==> config.mk <==
export PLATFORM = sky130hd
export DESIGN_NAME = sacwt_lanes
export DESIGN_NICKNAME = d
export VERILOG_FILES = /design/src/rtl/sacwt_pkg.sv /design/src/rtl/sacwt_lanes.sv
export SDC_FILE = /design/constraint.sdc
export NUM_CORES = 1
export LEC_CHECK = 0
export BUFFER_PORTS_ARGS = -buffer_cell sky130_fd_sc_hd__buf_2
export CORE_MARGIN = 2
export CORE_UTILIZATION = 35
export DETAILED_ROUTE_END_ITERATION = 6
export PLACE_DENSITY = 0.73
export SLEW_MARGIN = 25
export SYNTH_ARGS = -nofsm -noshare
export SYNTH_HDL_FRONTEND = slang
export SYNTH_SLANG_ARGS = --single-unit
==> constraint.sdc <==
create_clock -name vclk -period 3.1
set_input_delay 0.465 -clock vclk [all_inputs]
set_output_delay 0.465 -clock vclk [all_outputs]
set_load 0.05 [all_outputs]
==> src/rtl/sacwt_pkg.sv <==
// Shared types, constants and helpers for the set-associative write-through cache.
`timescale 1ns / 1ps

package sacwt_pkg;

  localparam int WAYS_DEF       = 8;
  localparam int SETS_DEF       = 128;
  localparam int LINE_BYTES_DEF = 64;
  localparam int ADDR_BITS_DEF  = 32;

  typedef enum logic [1:0] {
    CMD_READ  = 2'd0,
    CMD_WRITE = 2'd1,
    CMD_FILL  = 2'd2
  } cmd_t;

  typedef enum logic [1:0] {
    KIND_READ  = 2'd0,
    KIND_FILL  = 2'd1,
    KIND_WRITE = 2'd2,
    KIND_ERROR = 2'd3
  } kind_t;

  typedef enum logic [2:0] {
    ST_CLEAR,
    ST_IDLE,
    ST_TAG,
    ST_ISSUE,
    ST_RD0,
    ST_RD1,
    ST_OUT
  } state_t;

  typedef struct packed {
    logic [1:0]  cmd;
    logic [31:0] addr;
    logic [2:0]  size_bytes;
    logic [31:0] wdata;
  } in_item_t;

  typedef struct packed {
    logic [1:0]  kind;
    logic [31:0] out_addr;
    logic [6:0]  out_size;
    logic [31:0] out_data;
    logic        hit;
  } out_item_t;

  typedef struct packed {
    logic [1:0]  off2;
    logic [2:0]  sz;
    logic [31:0] wdata;
    logic [31:0] w0;
    logic [31:0] w1;
    logic        w1_ok;
  } lane_in_t;

  typedef struct packed {
    logic [31:0] rdata;
    logic [31:0] m0;
    logic [31:0] m1;
  } lane_out_t;

  // byte mask for an access of 0..4 bytes
  function automatic logic [31:0] size_mask(input logic [2:0] sz);
    logic [31:0] m;
    case (sz)
      3'd0:    m = 32'h0000_0000;
      3'd1:    m = 32'h0000_00ff;
      3'd2:    m = 32'h0000_ffff;
      3'd3:    m = 32'h00ff_ffff;
      default: m = 32'hffff_ffff;
    endcase
    return m;
  endfunction

endpackage

==> src/rtl/sacwt_lanes.sv <==
// Byte-lane extract and merge across two adjacent line words.
`timescale 1ns / 1ps

module sacwt_lanes (
  input  sacwt_pkg::lane_in_t  li,
  output sacwt_pkg::lane_out_t lo
);
  import sacwt_pkg::*;

  logic [63:0] buf64;
  logic [63:0] raw64;
  logic [63:0] wsh;
  logic [63:0] merged;
  logic [7:0]  bem;
  logic [5:0]  sh;

  always_comb begin
    sh     = {1'b0, li.off2, 3'b000};
    buf64  = {(li.w1_ok ? li.w1 : 32'h0), li.w0};
    raw64  = {li.w1, li.w0};
    wsh    = {32'h0, li.wdata} << sh;
    bem    = 8'({4'b0, (li.sz >= 3'd4) ? 4'hf : 4'((5'd1 << li.sz) - 5'd1)} << li.off2);
    for (int b = 0; b < 8; b++) begin
      merged[b*8 +: 8] = bem[b] ? wsh[b*8 +: 8] : raw64[b*8 +: 8];
    end
    lo.rdata = 32'(buf64 >> sh) & size_mask(li.sz);
    lo.m0    = merged[31:0];
    lo.m1    = merged[63:32];
  end

endmodule

# Yosys cells after proc, flatten, opt, wreduce, memory -nomap -nowiden
# Index checks and enable logic that the tools add are counted.
dict set report word_totals {
  register_bits 0
  latch_bits 0
  mem_bits_rw 0
  mem_bits_ro 0
  output_inout_bits 96
  mem_count 0
}
dict set report op_classes {
  n_addsub 1
  mul 0
  div_mod_pow 0
  order_cmp 1
  n_eq_ne 3
  shift 4
  mux 11
  bitwise_logic 1
  n_reduce_logical 1
}
# operator count
set op_table {}
lappend op_table {{one-hot mux 32 bit (4 select lines)} 1}
lappend op_table {{2-to-1 mux 8 bit} 8}
lappend op_table {{left shift 32 x 5 -> 64 bit} 1}
lappend op_table {{>> shifter 64 x 5 -> 32 bit} 1}
lappend op_table {{bitwise AND 32 bit} 1}
lappend op_table {{2-to-1 mux 32 bit} 1}
lappend op_table {{left shift 4 x 2 -> 8 bit} 1}
lappend op_table {{equality test 3 x 2 -> 1 bit (second input constant)} 2}
lappend op_table {{2-to-1 mux 4 bit} 1}
lappend op_table {{left shift 1 x 3 -> 4 bit (first input constant)} 1}
lappend op_table {{subtractor 4 x 1 -> 4 bit (second input constant)} 1}
lappend op_table {{equality test 3 x 1 -> 1 bit (second input constant)} 1}
lappend op_table {{>= comparator 3 bit (second input constant)} 1}
lappend op_table {{zero test 3 bit} 1}

# Depth between registers and ports, before layout
# Gate-level depths: netlist of the first run.
dict set report logic_depth {
  depth_word 5
  ltp_mapped 10
}

# Least setup slack after synthesis of the first run
# OpenSTA, ideal clock, no wires.
dict set report synth_timing {
  kind {input to output}
  start {input port li[99] (netlist name)}
  end {output port lo[45] (netlist name)}
  arrival_ps 3122
  required_time_ps 2635
  path_slack_ps -487
  cell_stages 7
  path_buffers 2
  cell_sequence {clkbuf_1 or3_1 ha_1 mux2i_1 o21bai_1 clkbuf_1 o21ai_0}
}
# item line
set synth_rtl {}
lappend synth_rtl {{start: declaration} sacwt_lanes.sv:5} ;# input sacwt_pkg::lane_in_t li,
lappend synth_rtl {{end: declaration} sacwt_lanes.sv:6} ;# output sacwt_pkg::lane_out_t lo

==> results.py, run 1 <==
metrics = {
    "outcome": {
        "outcome": "complete, no violations",
    },
    "power": {
        "combPwrFrac_pct": 100.0,
        "intPower_mw": 0.3508,
        "power.density_mw_per_mm2": 297.5,
        "switchingPower_mw": 0.7413,
        "ir_drop_mv": 0.1200,
        "pwr-share-seq_pct": 0,
        "pwr-share-clk_pct": 0,
        "sw_frac_of_total_pct": 67.88,
        "p_leak_nw": 1.807,
    },
    "final_layout": {
        "fillers": 685,
        "regArea_um2": 0,
        "area_growth_pct": 48.03,
        "final_nets": 611,
        "final_core_util_pct": 53.74,
        "seq_cells": 0,
        "fin_cells": 601,
        "insertedDiodeCount": 0,
        "design_area_mm2": 0.003671,
        "clkbuf_count": 0,
        "drive_above_1_share_pct": 53.66,
    },
    "sta": {
        "rsz0062_at_grt": "yes",
        "setup_ws_ns": 0.01654,
        "fin_crit_sh_pct": 99.47,
        "timing_hold_violations_final": 0,
        "relSlewSlack_pct": 54.85,
        "tightest_slew_ns": 0.6758,
        "min_period_ns": 3.083,
        "fmax_mhz": 324.3,
        "slew_violations": 0,
        "setup_viol": 0,
        "setup_tns_ns": 0,
    },
    "worst_setup_path": {
        "crit_type": "in -> out",
        "cp_top_family": "simple AND/OR/NAND/NOR gates",
        "cp-end-kind": "output pin",
        "worst_ep_arrival_time_ns": 2.62,
        "path_max_fanout": 8,
        "slowest_stage": "or3_4",
        "max_stage_delay_ns": 0.39,
        "cp.required_ns": 2.63,
        "cp_num_buf_inv": 4,
        "startpoint_type": "primary input",
        "path_cells": "buf_2 -> or3_4 -> buf_4 -> ha_1 -> nor2b_1 -> o21ai_1 -> o31ai_1 -> nor2_2 -> buf_12 -> mux2_2 -> buf_6",
    },
    "floorplanning": {
        "die_w_um": 88.18,
        "design.core.area_mm2": 0.006832,
        "die_y_um": 88.18,
        "dieArea_mm2": 0.007775,
        "rows": 30,
        "initial_core_util_pct": 36.30,
        "ios": 198,
    },
    "route": {
        "drt-vias-per-instance": 5.494,
        "vias": 3302,
        "drc": 0,
        "wl_per_cell_um": 18.06,
        "drtAntennaViolNets": 0,
        "firstDrtPassIters": 5,
        "postRouteWirelength_mm": 10.86,
        "drtIter0Drc": 229,
    },
    "worst_hold_path": {
        "hold_depth": 0,
        "holdPathEnd": "lo[30]",
        "min_from": "li[31]",
        "hp-class": "in -> out",
    },
    "placed_design": {
        "place_congestion": 0.9166,
        "place_ws_ns": -0.08841,
        "place_area_mm2": 0.003596,
        "place_inst": 601,
        "dpl.hpwl_mm": 8.799,
        "port_buffers": 182,
    },
    "synthesis": {
        "yosysUniqueCellTypes": 33,
        "ys_warn_count": 0,
        "ys_seq_area_share_pct": 0,
        "syn_area_mm2": 0.002480,
        "syn_inst": 338,
        "synth_nets": 442,
        "syn_area_per_cell_um2": 7.337,
    },
    "global_routing": {
        "grt_max_degree": 43,
        "antenna_found_initial": 0,
        "grt_pass1_wl_mm": 15.84,
        "track_usage_pct": 25.56,
        "overflow": 0,
        "grt_pass1_vias": 3077,
    },
    "run": {
        "drv_cap": 0,
    },
    "clock_tree": {
        "postCtsSetupBuffers": 0,
        "hold_buffers": 0,
    },
}
-- kinds of logic (layout without fill, tap and decap cells) --
kind of cell | Yosys count | count (layout) | synth area share, %
and+or+nand+nor | 105 | 105 | 20.33
muxes | 97 | 97 | 45.21
AOI/OAI and AO/OA | 96 | 96 | 25.58
buffers and inverters | 37 | 204 | 7.518
adders and majority gates | 2 | 2 | 1.009
xor gates and xnor gates | 1 | 1 | 0.3532
-- through the flow --
step	hold slack (ns)	total power, mW
after floorplan	1.097	0.7876
after detailed placement	0.9303	1.056
after global routing	0.9301	1.146
final	0.9300	1.092
after global placement	0.9303	1.045
after CTS	0.9303	1.081
-- what timing repair did --
action,in CTS,in global routing
pin swaps,1,1
hold endpoints to repair,0,0
gates resized for setup,20,8
endpoints found under the setup margin,14,18
-- synthesized netlist by cell type (all sizes together), types with 2 or more instances --
cell type | number | share of area (%)
o21ai | 25 | 5.0
mux4 | 8 | 7.3
buf | 27 | 6.0
a21oi | 23 | 4.6
clkbuf | 10 | 1.5
ha | 2 | 1.0
o31ai | 2 | 0.61
nand2b | 3 | 1.1
o22a | 16 | 5.7
nor2b | 28 | 7.1
mux2 | 40 | 18
nor2 | 39 | 6.0
a211oi | 16 | 4.8
a22oi | 8 | 2.4
nand2 | 28 | 4.2
mux2i | 49 | 20
or3 | 2 | 0.50
-- per-layer routing --
layer	part of all wire, %	vias up	global-route usage (%)
met3	6.5	21	2.168
met1	45	1522	37.38
met5	0	-	0
li1	-	1599	-
met4	2.2	0	6.198
met2	46	160	40.46
-- cell usage in the layout (no fill, tap or decap), types with 2 or more instances in the layout --
| cell | instances |
|---|---|
| o21ai_2 | 5 |
| o21ai_0 | 18 |
| nor2b_1 | 28 |
| nor2_1 | 38 |
| buf_4 | 27 |
| o22a_1 | 16 |
| nand2_1 | 28 |
| a211oi_1 | 16 |
| nand2b_1 | 2 |
| buf_12 | 4 |
| mux2i_1 | 49 |
| mux4_2 | 8 |
| o21ai_1 | 2 |
| a21oi_2 | 8 |
| ha_1 | 2 |
| buf_6 | 8 |
| a22oi_1 | 8 |
| a21oi_1 | 15 |
| buf_2 | 165 |
| mux2_2 | 40 |
-- worst max path at each step --
stage	cells after the start	to	slack (ns)	startpoint
floorplan	6	lo[40]	-0.28	li[99]
global placement	11	lo[53]	0.03	li[99]
detailed placement	11	lo[51]	-0.09	li[99]
CTS	11	lo[54]	0.0009	li[99]
global route	11	lo[48]	-0.08	li[99]
finish	11	lo[52]	0.02	li[99]
-- power by group through the flow --
stage                     Sequential, mW  Clock, mW  Combinational [mW]
after floorplan                        0          0               0.788
after global placement                 0          0                1.05
after detailed placement               0          0                1.06
after CTS                              0          0                1.08
after global routing                   0          0                1.15
final                                  0          0                1.09
-- cell type report --
cell class | count | area [um2] | share of cell area, %
Tap cell | 96 | 120.1 | 3.272
Timing Repair Buffer | 204 | 1199 | 32.65
Multi-Input combinational cell | 301 | 2352 | 64.08
Power figures use the tool's default switching activity.
==> inputs of run 2 (changes only) <==
Settings changed: GPL_TIMING_DRIVEN set to 0.
==> run 2 against run 1 <==
Die area did not move. Total power grew 8.0%. Global-route usage is 3.9 points higher. First-iteration DRC count up 42%. Critical path depth decreased by 1. Non-clock buffer count up 33. Largest power group unchanged. Sequential share of layout area unchanged. Wire length up 18%. The run now ends with setup timing left.
==> results.py, run 2 (synthesis gave the netlist of run 1 again) <==
metrics = {
    "placed_design": {
        "port_buffers": 189,
        "place_area_mm2": 0.003600,
        "dpl.hpwl_mm": 10.08,
        "place_congestion": 0.9253,
        "place_ws_ns": -0.5940,
    },
    "sta": {
        "setup_ws_ns": -0.02607,
        "fmax_mhz": 319.9,
        "rsz0062_at_grt": "yes",
        "min_period_ns": 3.126,
        "tightest_slew_ns": 0.6856,
        "setup_viol": 14,
        "timing_hold_violations_final": 0,
        "fin_crit_sh_pct": 100.8,
        "relSlewSlack_pct": 54.29,
        "slew_violations": 0,
    },
    "global_routing": {
        "overflow": 0,
        "grt_pass1_wl_mm": 17.78,
        "track_usage_pct": 29.42,
        "grt_max_degree": 11,
        "antenna_found_initial": 0,
        "grt_pass1_vias": 3303,
    },
    "route": {
        "firstDrtPassIters": 5,
        "vias": 3600,
        "postRouteWirelength_mm": 12.77,
        "wl_per_cell_um": 20.15,
        "drtIter0Drc": 325,
        "drc": 0,
        "drt-vias-per-instance": 5.678,
        "drtAntennaViolNets": 0,
    },
    "power": {
        "ir_drop_mv": 0.1400,
        "p_leak_nw": 1.953,
        "power.density_mw_per_mm2": 300.0,
    },
    "run": {
        "drv_cap": 0,
    },
    "worst_hold_path": {
        "hp-class": "in -> out",
    },
    "floorplanning": {
        "die_w_um": 88.18,
        "dieArea_mm2": 0.007775,
        "ios": 198,
        "design.core.area_mm2": 0.006832,
        "die_y_um": 88.18,
        "rows": 30,
        "initial_core_util_pct": 36.30,
    },
    "outcome": {
        "outcome": "finished with violations",
        "violations": "setup timing",
    },
    "final_layout": {
        "final_nets": 644,
        "area_growth_pct": 58.48,
        "design_area_mm2": 0.003930,
        "clkbuf_count": 0,
        "insertedDiodeCount": 0,
        "seq_cells": 0,
        "final_cell_mix": "buf_2 (185), mux2i_1 (48), nor2_1 (38)",
        "drive_above_1_share_pct": 55.58,
        "layout_commonest_cell": "buf_2",
        "regArea_um2": 0,
    },
    "worst_setup_path": {
        "startpoint_type": "primary input",
        "cp.required_ns": 2.63,
        "cp-end-kind": "output pin",
        "crit_type": "in -> out",
        "path_max_fanout": 8,
        "worst_ep_arrival_time_ns": 2.66,
    },
    "clock_tree": {
        "hold_buffers": 0,
    },
}
-- run 2: timing repair --
| action | CTS | global route |
|---|---|---|
| resized for setup | 37 | 30 |
| buffers inserted | 5 | 6 |
| pin swaps | 4 | 6 |
| endpoints found under the setup margin | 48 | 39 |
-- run 2: per-layer routing --
| metal | routed length [um] | global-route usage (%) |
|---|---|---|
| met2 | 6184 | 49.97 |
| met4 | 244 | 6.061 |
| met5 | 0 | 0 |
| met3 | 1064 | 2.356 |
| met1 | 5279 | 40.73 |
-- run 2: metrics by stage --
step                      util, %  hold slack (ns)  std cells  setup TNS [ns]  total power, mW
after floorplan                 -            1.097        338          -2.936           0.7876
after global placement      52.62            1.232        623          -17.91            1.072
after detailed placement    52.69            1.233        623          -15.79            1.076
after CTS                   55.48            1.233        628         -0.1715            1.130
after global routing        57.53            1.239        634         -0.2677            1.227
final                       57.53            1.233        634         -0.1323            1.179
-- run 2: critical path: stages --
cell and delay, ns:
buf_8 0.10, buf_8 0.11, or3_4 0.40, ha_4 0.19, nor3b_1 0.44, or3_4 0.23
o22ai_4 0.07, buf_12 0.17, mux2_4 0.32, buf_8 0.15
-- run 2: final timing paths --
path | from | slack (ns) | cells after the start | to
max | li[99] | -0.03 | 10 | lo[63]
min | li[26] | 1.23 | 2 | lo[25]
-- run 2: area by class of cell --
type	instances	area, um2
Buffer	37	209.0
Timing Repair Buffer	200	1161
Tap cell	96	120.1
Fill cell	681	2902
Multi-Input combinational cell	301	2440
-- run 2: power by group --
group	internal (mW)	switching (mW)
combinational	0.386	0.793
sequential	0	0
clock	0	0
==> inputs of run 3 (changes only) <==
Settings changed: ABC_AREA set to 1, CORE_UTILIZATION 35 to 42, MAX_ROUTING_LAYER set to met4, PLACE_DENSITY 0.73 to 0.85.
==> run 3 against run 2 <==
Final area fell by 10%. Highest routed layer unchanged. Die area fell by 15%. Total power fell by 7.5%. Fmax rose by 8.8%. First-iteration DRC count rose by 62%. The run now ends clean. Sequential share of layout area did not move. Critical path depth rose by 2. Flip-flop and latch count did not move.
==> results.py, run 3 <==
metrics = {
    "final_layout": {
        "area_growth_pct": 41.33,
        "final_nets": 827,
        "final_cell_mix": "buf_2 (208), nand2_1 (175), nand3_1 (74)",
        "layout_commonest_cell": "buf_2",
        "clkbuf_count": 0,
        "fillers": 668,
        "seq_cells": 0,
        "drive_above_1_share_pct": 31.48,
        "regArea_um2": 0,
        "insertedDiodeCount": 0,
    },
    "sta": {
        "relSlewSlack_pct": 64.05,
        "rsz0062_at_grt": "no",
        "fin_crit_sh_pct": 92.70,
        "fmax_mhz": 348.0,
        "slew_violations": 0,
        "timing_hold_violations_final": 0,
        "hold-worst-slack_ns": 1.232,
        "setup_tns_ns": 0,
        "tightest_slew_ns": 0.5393,
        "setup_viol": 0,
        "min_period_ns": 2.874,
    },
    "synthesis": {
        "syn_inst": 533,
        "synth_most_common_cell": "nand2_1",
        "ys_warn_count": 0,
        "synth_area_leaders": "nand2_1 (26%), nand3_1 (15%), o21ai_0 (14%)",
        "synth_fa_ha_area_share_pct": 0.9995,
        "synth_compound_area_share_pct": 32.48,
        "synth_nets": 637,
        "synth_commonest_cells": "nand2_1 (175), nand3_1 (74), o21ai_0 (72)",
        "yosysUniqueCellTypes": 28,
        "synthMuxAreaShare_pct": 0,
        "synth_top_area_cell": "nand2_1",
        "synth_top_area_share_pct": 26.24,
        "syn_area_per_cell_um2": 4.697,
        "synth_top_family_by_area": "simple AND/OR/NAND/NOR gates",
        "ys_seq_area_share_pct": 0,
        "yosys.area_share.simple_pct": 49.63,
        "syn_area_mm2": 0.002504,
        "synthXorXnorAreaFrac_pct": 0,
    },
    "worst_setup_path": {
        "startpoint_type": "primary input",
        "crit_type": "in -> out",
        "worst_ep_arrival_time_ns": 2.41,
        "path_max_fanout": 10,
        "cp-end-kind": "output pin",
        "startpoint": "li[99]",
        "crit_path_end": "lo[12]",
        "cp.required_ns": 2.63,
    },
    "clock_tree": {
        "hold_buffers": 0,
        "cts_resized": 0,
        "postCtsSetupBuffers": 0,
    },
    "global_routing": {
        "track_usage_pct": 40.57,
        "grt_pass1_wl_mm": 20.13,
        "grt_max_degree": 11,
        "overflow": 0,
        "grt_pass1_vias": 3966,
        "antenna_found_initial": 0,
    },
    "power": {
        "p_leak_nw": 2.087,
        "p_total_mw": 1.091,
        "power.density_mw_per_mm2": 308.3,
        "ir_drop_mv": 0.2223,
    },
    "route": {
        "wl_per_cell_um": 17.00,
        "drc": 0,
        "vias": 4640,
        "drt-vias-per-instance": 5.829,
        "drtIter0Drc": 527,
        "postRouteWirelength_mm": 13.53,
        "drtAntennaViolNets": 0,
        "firstDrtPassIters": 5,
    },
    "outcome": {
        "outcome": "complete, no violations",
    },
    "placed_design": {
        "port_buffers": 188,
        "dpl.hpwl_mm": 11.25,
        "place_congestion": 1.056,
    },
    "floorplanning": {
        "design.core.area_mm2": 0.005851,
        "dieArea_mm2": 0.006594,
        "ios": 198,
        "initial_core_util_pct": 42.79,
        "rows": 28,
        "die_w_um": 81.21,
        "die_y_um": 81.21,
    },
    "run": {
        "drv_cap": 0,
    },
    "worst_hold_path": {
        "hp-class": "in -> out",
    },
}
-- run 3: cell types whose count changed after synthesis, sizes merged, moves of 9 or more --
cell   delta
o21a      +9
o22a     -16
inv      +55
o22ai    +15
mux2     -40
nand3    +74
nand2   +148
a21oi    -16
nor2b    -28
a31oi    +11
mux2i    -49
o21ai    +51
-- run 3: per-stage QoR --
stage	util [%]	std cells	setup WS (ns)	area (um2)
after CTS	60.48	796	0.3101	3538
after global routing	60.48	796	0.1067	3538
after floorplan	-	533	-0.008256	2504
final	60.48	796	0.2262	3538
after detailed placement	60.48	796	0.3204	3538
after global placement	60.48	796	0.3048	3538
-- run 3: final cells by class --
class                      instances  area [um2]  area share, %
inverter                          56       210.2          5.941
multi-input combinational        436        2081          58.80
timing repair buffer             188       940.9          26.59
buffer                            41       212.7          6.011
tap                               75       93.84          2.652
-- run 3: per-layer routing --
metal | up-vias | global-route usage, % | routed length (um)
li1 | 2179 | - | -
met1 | 2092 | 57.30 | 5664
met2 | 337 | 63.97 | 6114
met3 | 32 | 2.222 | 1373
met4 | 0 | 7.966 | 378
met5 | - | - | 0
-- run 3: worst max-delay path, cell delays in order --
cell and delay [ns]:
buf_2 0.15, inv_2 0.07, buf_4 0.17, nand3_1 0.11
ha_1 0.25, inv_1 0.08, nand4_1 0.12, nand3_1 0.13
nand3_2 0.14, buf_2 0.21, o21ai_0 0.20, buf_2 0.31
-- run 3: worst min-delay path by stage --
stage                       from      to  depth (start not counted)
final                     li[27]  lo[26]                          2
after global routing      li[32]  lo[31]                          2
after CTS                 li[27]  lo[26]                          2
after detailed placement  li[27]  lo[26]                          2
after global placement    li[32]  lo[31]                          2
after floorplan           li[25]  lo[24]                          1
-- run 3: logic make-up after synthesis --
logic type	count (synthesis)
and+or+nand+nor	296
AOI/OAI and AO/OA	138
buffers and inverters	97
adders and majority gates	2
-- run 3: power by group --
| group | internal [mW] | switching [mW] | total [mW] |
|---|---|---|---|
| clock network | 0 | 0 | 0 |
| registers | 0 | 0 | 0 |
| logic | 0.260 | 0.830 | 1.09 |
| total | 0.260 | 0.830 | 1.09 |
